## src/rtl/dvru_pkg.sv

```systemverilog
package dvru_pkg;

   localparam int NODE_COUNT = 16;
   localparam int NODE_W     = 4;
   localparam int LINK_W     = 10;
   localparam int ROUTE_W    = 11;

   localparam logic [ROUTE_W-1:0] DELETED_ABOVE = ROUTE_W'(1000);
   localparam logic [ROUTE_W-1:0] COST_MAX      = ROUTE_W'(2047);

   typedef enum logic [1:0] {
      OP_INSTALL = 2'd0,
      OP_HEADER  = 2'd1,
      OP_ENTRY   = 2'd2
   } opcode_type;

   typedef struct packed {
      opcode_type        opcode;
      logic [NODE_W-1:0] peer_node;
      logic [NODE_W-1:0] dest_node;
      logic [LINK_W-1:0] cost_value;
   } item_type;

   typedef struct packed {
      logic [NODE_W-1:0]  next_hop;
      logic [ROUTE_W-1:0] cost;
   } route_type;

   typedef struct packed {
      logic              route_wr;
      logic              link_wr;
      logic [NODE_W-1:0] node;
      route_type         entry;
   } update_type;

   typedef struct packed {
      logic [NODE_W-1:0]  entry_node;
      logic [NODE_W-1:0]  entry_next_hop;
      logic [ROUTE_W-1:0] entry_cost;
      logic               entry_present;
      logic               entry_changed;
   } result_type;

endpackage

```

## src/rtl/dvru_route_mem.sv

```systemverilog
module dvru_route_mem (
   input  logic                     clock,
   input  logic                     wr_en,
   input  logic [dvru_pkg::NODE_W-1:0] wr_addr,
   input  dvru_pkg::route_type      wr_data,
   input  logic                     rd_en,
   input  logic [dvru_pkg::NODE_W-1:0] rd_addr_a,
   input  logic [dvru_pkg::NODE_W-1:0] rd_addr_b,
   output dvru_pkg::route_type      rd_data_a,
   output dvru_pkg::route_type      rd_data_b
);
   import dvru_pkg::*;

   route_type mem [NODE_COUNT];
   route_type rd_a_ff;
   route_type rd_b_ff;

   always_ff @(posedge clock) begin
      if (wr_en) begin
         mem[wr_addr] <= wr_data;
      end
   end

   always_ff @(posedge clock) begin
      if (rd_en) begin
         rd_a_ff <= mem[rd_addr_a];
         rd_b_ff <= mem[rd_addr_b];
      end
   end

   assign rd_data_a = rd_a_ff;
   assign rd_data_b = rd_b_ff;

endmodule

```

## src/rtl/dvru_relax.sv

```systemverilog
module dvru_relax (
   input  dvru_pkg::item_type          item,
   input  logic [dvru_pkg::NODE_W-1:0] self_node,
   input  logic                        peer_valid,
   input  dvru_pkg::route_type         peer_entry,
   input  logic                        dest_valid,
   input  dvru_pkg::route_type         dest_entry,
   input  logic [dvru_pkg::LINK_W-1:0] peer_link_cost,
   output dvru_pkg::update_type        upd,
   output dvru_pkg::result_type        result
);
   import dvru_pkg::*;

   logic [ROUTE_W-1:0] base_cost;
   logic [ROUTE_W:0]   sum_full;
   logic [ROUTE_W-1:0] sum_sat;
   logic               cur_valid;
   route_type          cur_entry;

   // route cost to the peer; a peer without a route counts as zero
   assign base_cost = peer_valid ? peer_entry.cost : '0;
   assign sum_full  = {2'b00, item.cost_value} + {1'b0, base_cost};
   assign sum_sat   = sum_full[ROUTE_W] ? COST_MAX : sum_full[ROUTE_W-1:0];

   always_comb begin
      upd       = '0;
      upd.node  = item.peer_node;
      cur_valid = peer_valid;
      cur_entry = peer_entry;
      case (item.opcode)
         OP_INSTALL: begin
            if (item.peer_node != self_node) begin
               upd.route_wr       = 1'b1;
               upd.link_wr        = 1'b1;
               upd.entry.next_hop = item.peer_node;
               upd.entry.cost     = {1'b0, item.cost_value};
            end
         end
         OP_HEADER: begin
            upd.route_wr       = 1'b1;
            upd.entry.next_hop = peer_valid ? peer_entry.next_hop : item.peer_node;
            upd.entry.cost     = {1'b0, peer_link_cost};
         end
         OP_ENTRY: begin
            upd.node  = item.dest_node;
            cur_valid = dest_valid;
            cur_entry = dest_entry;
            // replace when absent, deleted or strictly dearer, unless the destination is this node
            if (item.dest_node != self_node &&
                (!dest_valid || dest_entry.cost > DELETED_ABOVE ||
                 dest_entry.cost > sum_sat)) begin
               upd.route_wr       = 1'b1;
               upd.entry.next_hop = item.peer_node;
               upd.entry.cost     = sum_sat;
            end
         end
         default: begin
         end
      endcase
   end

   always_comb begin
      result.entry_node    = upd.node;
      result.entry_present = upd.route_wr | cur_valid;
      result.entry_changed = upd.route_wr;
      if (upd.route_wr) begin
         result.entry_next_hop = upd.entry.next_hop;
         result.entry_cost     = upd.entry.cost;
      end else if (cur_valid) begin
         result.entry_next_hop = cur_entry.next_hop;
         result.entry_cost     = cur_entry.cost;
      end else begin
         result.entry_next_hop = '0;
         result.entry_cost     = '0;
      end
   end

endmodule

```

## src/rtl/distance_vector_route_update.sv

```systemverilog
// Distance-vector route table update.
// Input channel req_*: one command per transfer (install neighbor,
// advertisement header, advertisement entry). Result channel rsp_*: exactly
// one result per command, in order, reporting the route entry touched.
// csr_wr_en/csr_wr_data set this router's own node index; write only while
// the block is idle.
// A command taken into the input stage gives its result on rsp_* when it
// commits. Throughput: one command per cycle while req_stall is low. The
// route memory is read at acceptance (peer and destination ports) and written
// at commit; a one-entry bypass covers the write that lands at the same edge
// as the read, so back-to-back commands on the same node work at full rate.
// Reset clears the route valid bits, all link costs, the own node index
// and the pipeline. Next hop and cost storage is not cleared; entries are
// gated by their valid bits.
// When rsp_stall is high while a result is valid the result register holds; one more command can
// be taken into the input stage, after which req_stall rises.
module distance_vector_route_update (
   input  logic                           clock,
   input  logic                           reset,
   input  logic                           csr_wr_en,
   input  logic [dvru_pkg::NODE_W-1:0]    csr_wr_data,
   input  logic                           req_valid,
   output logic                           req_stall,
   input  logic [1:0]                     req_opcode,
   input  logic [dvru_pkg::NODE_W-1:0]    req_peer_node,
   input  logic [dvru_pkg::NODE_W-1:0]    req_dest_node,
   input  logic [dvru_pkg::LINK_W-1:0]    req_cost_value,
   output logic                           rsp_valid,
   input  logic                           rsp_stall,
   output logic [dvru_pkg::NODE_W-1:0]    rsp_entry_node,
   output logic [dvru_pkg::NODE_W-1:0]    rsp_entry_next_hop,
   output logic [dvru_pkg::ROUTE_W-1:0]   rsp_entry_cost,
   output logic                           rsp_entry_present,
   output logic                           rsp_entry_changed
);
   import dvru_pkg::*;

   logic [NODE_W-1:0]  self_node_ff;
   logic [NODE_COUNT-1:0] route_valid_ff;
   logic [LINK_W-1:0]  link_cost_ff [NODE_COUNT];

   logic               s1_valid_ff;
   item_type           item_ff;
   logic               byp_valid_ff;
   logic [NODE_W-1:0]  byp_node_ff;
   route_type          byp_entry_ff;

   logic               rsp_valid_ff;
   result_type         rsp_ff;

   logic               accept;
   logic               advance;
   logic               commit;
   route_type          rd_peer;
   route_type          rd_dest;
   route_type          peer_entry;
   route_type          dest_entry;
   update_type         upd;
   result_type         result;

   assign advance   = !rsp_valid_ff || !rsp_stall;
   assign commit    = s1_valid_ff && advance;
   assign req_stall = s1_valid_ff && !advance;
   assign accept    = req_valid && !req_stall;

   always_ff @(posedge clock) begin
      if (reset) begin
         self_node_ff <= '0;
      end else if (csr_wr_en) begin
         self_node_ff <= csr_wr_data;
      end
   end

   dvru_route_mem u_route_mem (
      .clock     (clock),
      .wr_en     (commit && upd.route_wr),
      .wr_addr   (upd.node),
      .wr_data   (upd.entry),
      .rd_en     (accept),
      .rd_addr_a (req_peer_node),
      .rd_addr_b (req_dest_node),
      .rd_data_a (rd_peer),
      .rd_data_b (rd_dest)
   );

   // forward the write that landed at the edge this item was read
   assign peer_entry = (byp_valid_ff && byp_node_ff == item_ff.peer_node) ?
                       byp_entry_ff : rd_peer;
   assign dest_entry = (byp_valid_ff && byp_node_ff == item_ff.dest_node) ?
                       byp_entry_ff : rd_dest;

   dvru_relax u_relax (
      .item           (item_ff),
      .self_node      (self_node_ff),
      .peer_valid     (route_valid_ff[item_ff.peer_node]),
      .peer_entry     (peer_entry),
      .dest_valid     (route_valid_ff[item_ff.dest_node]),
      .dest_entry     (dest_entry),
      .peer_link_cost (link_cost_ff[item_ff.peer_node]),
      .upd            (upd),
      .result         (result)
   );

   always_ff @(posedge clock) begin
      if (reset) begin
         s1_valid_ff  <= 1'b0;
         byp_valid_ff <= 1'b0;
      end else begin
         if (accept) begin
            s1_valid_ff  <= 1'b1;
            byp_valid_ff <= commit && upd.route_wr;
         end else if (commit) begin
            s1_valid_ff <= 1'b0;
         end
      end
   end

   always_ff @(posedge clock) begin
      if (accept) begin
         item_ff      <= {opcode_type'(req_opcode), req_peer_node, req_dest_node,
                          req_cost_value};
         byp_node_ff  <= upd.node;
         byp_entry_ff <= upd.entry;
      end
   end

   always_ff @(posedge clock) begin
      if (reset) begin
         route_valid_ff <= '0;
         for (int i = 0; i < NODE_COUNT; i++) begin
            link_cost_ff[i] <= '0;
         end
      end else if (commit) begin
         if (upd.route_wr) begin
            route_valid_ff[upd.node] <= 1'b1;
         end
         if (upd.link_wr) begin
            link_cost_ff[upd.node] <= item_ff.cost_value;
         end
      end
   end

   always_ff @(posedge clock) begin
      if (reset) begin
         rsp_valid_ff <= 1'b0;
      end else if (advance) begin
         rsp_valid_ff <= s1_valid_ff;
      end
   end

   always_ff @(posedge clock) begin
      if (commit) begin
         rsp_ff <= result;
      end
   end

   assign rsp_valid          = rsp_valid_ff;
   assign rsp_entry_node     = rsp_ff.entry_node;
   assign rsp_entry_next_hop = rsp_ff.entry_next_hop;
   assign rsp_entry_cost     = rsp_ff.entry_cost;
   assign rsp_entry_present  = rsp_ff.entry_present;
   assign rsp_entry_changed  = rsp_ff.entry_changed;

   a_changed_present: assert property (@(posedge clock) disable iff (reset)
      rsp_valid_ff && rsp_ff.entry_changed |-> rsp_ff.entry_present)
      else $error("changed entry reported as absent");

   a_absent_zero: assert property (@(posedge clock) disable iff (reset)
      rsp_valid_ff && !rsp_ff.entry_present |->
         rsp_ff.entry_next_hop == '0 && rsp_ff.entry_cost == '0)
      else $error("absent entry carries nonzero fields");

   a_write_sets_valid: assert property (@(posedge clock) disable iff (reset)
      commit && upd.route_wr |=> route_valid_ff[$past(upd.node)])
      else $error("route write left entry invalid");

   a_commit_fills_rsp: assert property (@(posedge clock) disable iff (reset)
      commit |=> rsp_valid_ff)
      else $error("committed item produced no result");

endmodule
```

## config.mk

```make
export PLATFORM = sky130hd
export DESIGN_NAME = distance_vector_route_update
export DESIGN_NICKNAME = d
export VERILOG_FILES = /design/src/rtl/dvru_pkg.sv /design/src/rtl/dvru_route_mem.sv /design/src/rtl/dvru_relax.sv /design/src/rtl/distance_vector_route_update.sv
export SDC_FILE = /design/constraint.sdc
export NUM_CORES = 1
export LEC_CHECK = 0
export CELL_PAD_IN_SITES_DETAIL_PLACEMENT = 0
export CELL_PAD_IN_SITES_GLOBAL_PLACEMENT = 1
export CORE_ASPECT_RATIO = 1.1
export CORE_MARGIN = 2
export CORE_UTILIZATION = 50
export CTS_CLUSTER_SIZE = 20
export DETAILED_ROUTE_END_ITERATION = 10
export DONT_BUFFER_PORTS = 1
export PLACE_DENSITY = 0.78
export SYNTH_ARGS = -nofsm -noshare
export SYNTH_HDL_FRONTEND = slang
export SYNTH_SLANG_ARGS = --single-unit
```

## constraint.sdc

```tcl
create_clock -name clock -period 6.65 [get_ports clock]
set_input_delay 0.3325 -clock clock [delete_from_list [all_inputs] [get_ports clock]]
set_output_delay 0.3325 -clock clock [all_outputs]
set_load 0.02 [all_outputs]
```

Word-level counts from Yosys, hierarchy flattened

Memory sizes are Yosys's and may differ from the RTL's. A register that Yosys moved wholly into a read port is not among the register bits.
Cells that the tools add are included.

$add $sub $neg: 1
Divide/modulo/power cells: 0
$mul: 0
Eq/ne operators: 6
Muxes and demuxes: 37
Order comparisons: 6
Reduce and logical (&&, ||, !) cells: 20
Bitwise gates (word level): 2
Shift-type cells: 0

Operators by type and width:

| operator                                             | count |
|---|---|
| 2-to-1 mux 15 bit                                    | 7 |
| one-hot mux 15 bit (3 select lines)                  | 1 |
| 2-to-1 mux 11 bit                                    | 2 |
| 2-to-1 mux 1 bit                                     | 17 |
| 2-to-1 mux 4 bit                                     | 4 |
| OR 16 bit                                            | 1 |
| < comparator 4 x 5 -> 1 bit, second input constant   | 3 |
| adder 10 x 11 -> 12 bit                              | 1 |
| > comparator 11 x 10 -> 1 bit, second input constant | 1 |
| > comparator 11 bit                                  | 1 |
| 2-to-1 mux 10 bit                                    | 1 |
| OR reduction 10 bit                                  | 1 |
| binary-select mux 1 bit (select 4 bit)               | 2 |
| equality test 4 bit                                  | 2 |
| logical AND 1 bit                                    | 8 |
| != test 4 bit                                        | 2 |
| logical NOT 1 bit                                    | 5 |
| demux 1 bit (select 4 bit)                           | 1 |
| >= comparator 4 x 1 -> 1 bit, second input constant  | 1 |
| logical OR 1 bit                                     | 3 |
| one-hot mux 1 bit (3 select lines)                   | 1 |
| equality test 2 x 1 -> 1 bit, second input constant  | 1 |
| equality test 2 bit, second input constant           | 1 |
| logical NOT 2 bit                                    | 1 |
| other kinds (4)                                      | 4 |

Bits in writable memories: 400
Register bits: 83
Word-level logic and storage cells: 91
Bits in read-only memories: 0
Memories: 2
Output and inout bits: 23
Latch bits: 0

Memories:

| name            | depth | bits a word | rd ports | clocked after memory_dff | write ports | RTL line                           | RTL |
|---|---|---|---|---|---|---|---|
| u_route_mem.mem | 16    | 15          | 2        | 2                        | 1           | dvru_route_mem.sv:14               | `route_type mem [NODE_COUNT];` |
| link_cost_ff    | 16    | 10          | 1        | 1                        | 16          | distance_vector_route_update.sv:40 | `logic [LINK_W-1:0] link_cost_ff [NODE_COUNT];` |

Logic depth before layout (Yosys ltp)

Word-level depth: 14
Mapped depth: 25
Gate-level depth less buffers: 21

Modules after synthesis

A second synthesis with hierarchy kept.

Cell total of the unflattened synthesis: 1476
Area total of the unflattened synthesis: 24350.9 sq um

By module, submodules not included:

| module                       | area each (sq um) | instances | cells each |
|---|---|---|---|
| dvru_route_mem               | 11875.1           | 1         | 549 |
| distance_vector_route_update | 10787.8           | 1         | 699 |
| dvru_relax                   | 1687.9            | 1         | 228 |

Worst setup path after synthesis

Ideal clock, no wire load.

Path type: flip-flop to flip-flop
Start point: register item_ff[15] (netlist name)
End point: memory u_route_mem.mem[10][0] (netlist name), enable pin
Data required time: 6.224 ns
Arrival time: 6.307 ns
Path slack: -0.083 ns
Clock period less this slack: 6.733 ns
Cell stages (with the launch flop): 25
Setup time: 0.426 ns
Path through: edfxtp_1 -> buf_4 -> xnor2_1 -> nand3_1 -> nor2_1 -> buf_2 -> mux2i_1 -> nor2_1 -> ha_1 -> o21ai_1 -> o211ai_1 -> nand3_1 -> a221oi_2 -> buf_4 -> nor2_1 -> ha_1 -> a211oi_1 -> o21a_1 -> a221oi_1 -> o2bb2ai_2 -> o21ai_2 -> and2_1 -> buf_2 -> buf_2 -> nor4_1

Longest elaborated chain between the ends: 14
Elaborated cells on any way between the ends: 19

Ends and longest elaborated chain:

| what                                                             | RTL line                            | RTL |
|---|---|---|
| from (decl)                                                      | distance_vector_route_update.sv:43  | `item_type item_ff;` |
| from (signal assigned)                                           | distance_vector_route_update.sv:120 | `item_ff <= {opcode_type'(req_opcode), req_peer_node, req_dest_node,` |
| branches (longest 14 deep; another with adder 10 x 11 -> 12 bit) | n/a                                 |  |
| to (decl)                                                        | dvru_route_mem.sv:14                |  |

Several ways; the timed one is not identified. The select of a mux whose other input is x is not followed.

==> out/qor.txt <==
layout overhead on the synthesized area = 11.74%
Total Nets Final = 1505
nets in the synthesized netlist = 1467
Register-to-Register Setup Slack = 0.53 ns
Placement Setup Slack = 0.6071 ns
count of buffers from port buffering = 0
critical path endpoint category = flip-flop
Post-Syn Instances = 1416
worst vdd rail ir drop = 0.0002307 V
Sink Count = 517
R2R depth = 21
worst hold slack = 0.01976 ns
total routing usage reported by global routing = 25.11%
commonest register cell after synthesis = sky130_fd_sc_hd__edfxtp_1
multi-input logic area = 8494 um^2
global route hottest layer = met2
Yosys warnings = 0
RePlAce Congestion = 0.9195
CTS Buf Count = 51
Worst Skew = 0.02680 ns
post-synth top area share = 60.83%
non-filler cells, final = 2135
area of the mapped netlist = 24190 um^2
initial antenna violation count = 0
Final period util = 92.05%
count of state elements after synthesis = 517
Slew headroom = 16.19%
Total Routed Length = 61220 um
average vias per placed instance = 6.272
CP Data Required Time = 6.89 ns
number of gates resized after CTS = 0
fill cell total of the finished layout = 3617
PwrDens = 265.8 nW/um^2
number of flops mapped to enable cells by yosys = 490
startpoint types = flip-flop
Hold Startpoint = req_dest_node[2]
critical register-to-register path startpoint = item_ff[15]
met1 GRT Util = 32.97%
unrepaired setup endpoints after global routing = false
Synth area leader = sky130_fd_sc_hd__edfxtp_1
final-report hold violation count = 0
count of distinct cell types in the synthesized netlist = 65
CTS Buffer Depth = 3
Max Cap Violations = 0
TritonCTS clock tree = yes
fin. max-slew vios = 0
area of the core = 47820 um^2
CP max FO = 18
final antenna-violating net count = 0
Cells on Worst Hold Path = 1
overflow left after global routing = 0
length of the first detailed-routing pass in iterations = 7
clk_lat worst skew = 0.62 ns
min cycle time layout = 6.121 ns
global-route met3 utilization = 4.411%
via count = 13390
Worst Setup Path Type = flip-flop to flip-flop
die outline area = 50150 um^2
count of endpoints failing setup in the final report = 0
maximum number of pins on one net before global-route repair = 62
Tightest Pin Transition = 1.257 ns
Seq/Total Area, Yosys = 63.07%
register area = 15260 um^2
count of placed standard cells including taps = 2012
Hold/Removal Path Class = primary input to flip-flop
leakage dissipation = 9.060 nW
critical path arrival = 6.36 ns
via count of the first global-routing pass = 13890
height of the die = 234.7 um
first-pass GRT wire length = 91560 um
clock slew seen by the registers of the worst setup and hold paths = 0.06 ns
Worst Setup Slack, final = 0.5289 ns
std cell rows = 84
terminating pin of the worst hold path = u_route_mem.rd_data_b[14]
share of post-route cells with drive strength above 1 = 24.43%
post-DR wirelength/cell = 28.67 um
post-DP HPWL = 40220 um
CTS root buffer = sky130_fd_sc_hd__clkbuf_16
die boundary width = 213.7 um
met2 usage in global routing = 42.62%
H-tree depth = 2
reg-to-reg endpoint = u_route_mem.mem[13][10]
mean post-synth cell area = 17.08 um^2
Initial Utilization = 50.58%
number of top-level pins = 52
Diodes inserted = 0
post-route DRC violation count = 0
starting DRC count in detailed routing = 1386
maximum clock frequency = 163.4 MHz
result of the run = finished clean
async set-or-reset flop fraction in the synthesized netlist = 0%
main area contributors after synthesis = sky130_fd_sc_hd__edfxtp_1 61%, sky130_fd_sc_hd__mux4_2 19%, sky130_fd_sc_hd__and2_1 4.2%
layout make-up:
cell class                      count  area share, %
Clock buffer                       62          4.912
Clock inverter                     27          1.056
Inverter                           33         0.4629
Multi-Input combinational cell    765          31.43
Sequential cell                   517          56.45
Tap cell                          645          2.986
Timing Repair Buffer               86          2.704
per-layer routing:
layer / vias to the layer above / wire length (um) / share of wire [%]
met1: 7013 / 23700 / 39
li1: 5749 / - / -
met4: 0 / 1855 / 3.0
met5: - / 0 / 0
met3: 104 / 3955 / 6.5
met2: 524 / 31710 / 52
flip-flops by register name (all words and copies together), names as in the netlist, 11 cells and up, named ones only:
name / flops
u_route_mem.mem: 240
link_cost_ff: 160
byp_entry_ff: 15
u_route_mem.rd_data_b: 15
item_ff: 20
u_route_mem.rd_data_a: 15
rsp_entry_cost: 11
route_valid_ff: 16
power breakdown:
group	internal (mW)	total [mW]	switching, mW
sequential	3.69	3.77	0.0829
clock	1.62	2.84	1.22
combinational	0.253	0.570	0.317
worst max-delay path, cell delays in order, from the launching register on:
cell	delay, ns
sky130_fd_sc_hd__edfxtp_1	0.61
sky130_fd_sc_hd__xnor2_1	0.24
sky130_fd_sc_hd__nand3_1	0.18
sky130_fd_sc_hd__nor2_2	0.15
sky130_fd_sc_hd__buf_4	0.29
sky130_fd_sc_hd__mux2i_1	0.34
sky130_fd_sc_hd__nor2_1	0.07
sky130_fd_sc_hd__ha_1	0.37
sky130_fd_sc_hd__o21ai_1	0.10
sky130_fd_sc_hd__o211ai_1	0.30
sky130_fd_sc_hd__nand3_1	0.15
sky130_fd_sc_hd__a221oi_2	0.26
sky130_fd_sc_hd__buf_4	0.21
sky130_fd_sc_hd__nor2_1	0.08
sky130_fd_sc_hd__ha_1	0.29
sky130_fd_sc_hd__o21ai_0	0.08
sky130_fd_sc_hd__o21a_1	0.18
sky130_fd_sc_hd__a221oi_1	0.34
sky130_fd_sc_hd__o2bb2ai_2	0.20
sky130_fd_sc_hd__o21ai_2	0.08
sky130_fd_sc_hd__buf_4	0.22
sky130_fd_sc_hd__a21oi_1	0.97
kinds of logic (layout without fill, tap and decap cells):
| family | after synthesis | in the layout | synth area share (%) |
|---|---|---|---|
| xor+xnor | 24 | 24 | 0.8690 |
| buf+inv | 134 | 208 | 2.255 |
| mux | 248 | 248 | 21.06 |
| compound gates | 124 | 124 | 3.730 |
| flops | 517 | 517 | 63.07 |
| simple gates | 347 | 347 | 7.847 |
| fa+ha+maj | 22 | 22 | 1.169 |
cell usage in the layout, fill, tap and decap left out, types with 4 or more instances in the layout:
cell type	Yosys	routed
sky130_fd_sc_hd__edfxtp_1	490	490
sky130_fd_sc_hd__mux4_2	207	207
sky130_fd_sc_hd__and2_1	163	163
sky130_fd_sc_hd__nor2_1	65	64
sky130_fd_sc_hd__buf_4	4	52
sky130_fd_sc_hd__clkbuf_16	0	51
sky130_fd_sc_hd__nand2_1	41	41
sky130_fd_sc_hd__dlygate4sd3_1	0	34
sky130_fd_sc_hd__inv_1	31	30
sky130_fd_sc_hd__mux2i_1	26	26
sky130_fd_sc_hd__dfxtp_1	27	25
sky130_fd_sc_hd__ha_1	21	21
sky130_fd_sc_hd__o22ai_1	20	20
sky130_fd_sc_hd__xnor2_1	17	17
sky130_fd_sc_hd__or2_1	16	16
sky130_fd_sc_hd__nor4_2	0	16
sky130_fd_sc_hd__a21oi_1	15	15
sky130_fd_sc_hd__nand3_1	12	12
sky130_fd_sc_hd__o21ai_1	12	12
sky130_fd_sc_hd__nand2b_1	12	12
sky130_fd_sc_hd__a31o_1	11	11
sky130_fd_sc_hd__clkinv_1	0	10
sky130_fd_sc_hd__clkbuf_1	64	10
sky130_fd_sc_hd__clkinv_2	0	9
sky130_fd_sc_hd__mux2_1	9	9
sky130_fd_sc_hd__o21ai_0	9	9
sky130_fd_sc_hd__a21o_1	9	9
sky130_fd_sc_hd__a22oi_1	8	8
sky130_fd_sc_hd__xor2_1	7	7
sky130_fd_sc_hd__mux2_2	5	5
sky130_fd_sc_hd__nor3_1	5	5
sky130_fd_sc_hd__bufinv_16	0	5
sky130_fd_sc_hd__a2111o_1	4	4
worst max path at each step:
stage / from / to / depth (start not counted)
5_1_grt: item_ff[15] / byp_entry_ff[10] / 21
3_3_place_gp: item_ff[15] / u_route_mem.mem[10][2] / 23
3_5_place_dp: item_ff[14] / u_route_mem.mem[14][8] / 21
6_report: item_ff[15] / u_route_mem.mem[13][10] / 21
4_1_cts: item_ff[14] / u_route_mem.mem[14][4] / 21
2_1_floorplan: item_ff[15] / u_route_mem.mem[10][0] / 24
repair_timing:
| item | 4_1_cts | 5_1_grt |
|---|---|---|
| setup buffers | 0 | 0 |
| hold buffers | 34 | 0 |
| hold endpoints to repair | 63 | 0 |
synth_stat cells (10+ instances only):
cell type / count
sky130_fd_sc_hd__nand2_1: 41
sky130_fd_sc_hd__inv_1: 31
sky130_fd_sc_hd__xnor2_1: 17
sky130_fd_sc_hd__or2_1: 16
sky130_fd_sc_hd__nand2b_1: 12
sky130_fd_sc_hd__mux2i_1: 26
sky130_fd_sc_hd__buf_2: 10
sky130_fd_sc_hd__buf_1: 21
sky130_fd_sc_hd__a31o_1: 11
sky130_fd_sc_hd__and2_1: 163
sky130_fd_sc_hd__dfxtp_1: 27
sky130_fd_sc_hd__mux4_2: 207
sky130_fd_sc_hd__ha_1: 21
sky130_fd_sc_hd__a21oi_1: 15
sky130_fd_sc_hd__nor2_1: 65
sky130_fd_sc_hd__clkbuf_1: 64
sky130_fd_sc_hd__edfxtp_1: 490
sky130_fd_sc_hd__nand3_1: 12
sky130_fd_sc_hd__o21ai_1: 12
sky130_fd_sc_hd__o22ai_1: 20
sky130_fd_sc_hd__nor4_1: 17
stage by stage:
step | util, % | instance area (um^2) | TNS (ns) | power, mW
6_report | 56.52 | 27030 | 0 | 7.183
5_1_grt | 56.52 | 27030 | 0 | 7.408
4_1_cts | 56.52 | 27030 | 0 | 7.222
3_5_place_dp | 52.43 | 25070 | 0 | 4.381
3_3_place_gp | 52.43 | 25070 | 0 | 4.373
2_1_floorplan | - | 24190 | -9.998 | 4.209
(Power assumes the default switching activity.)
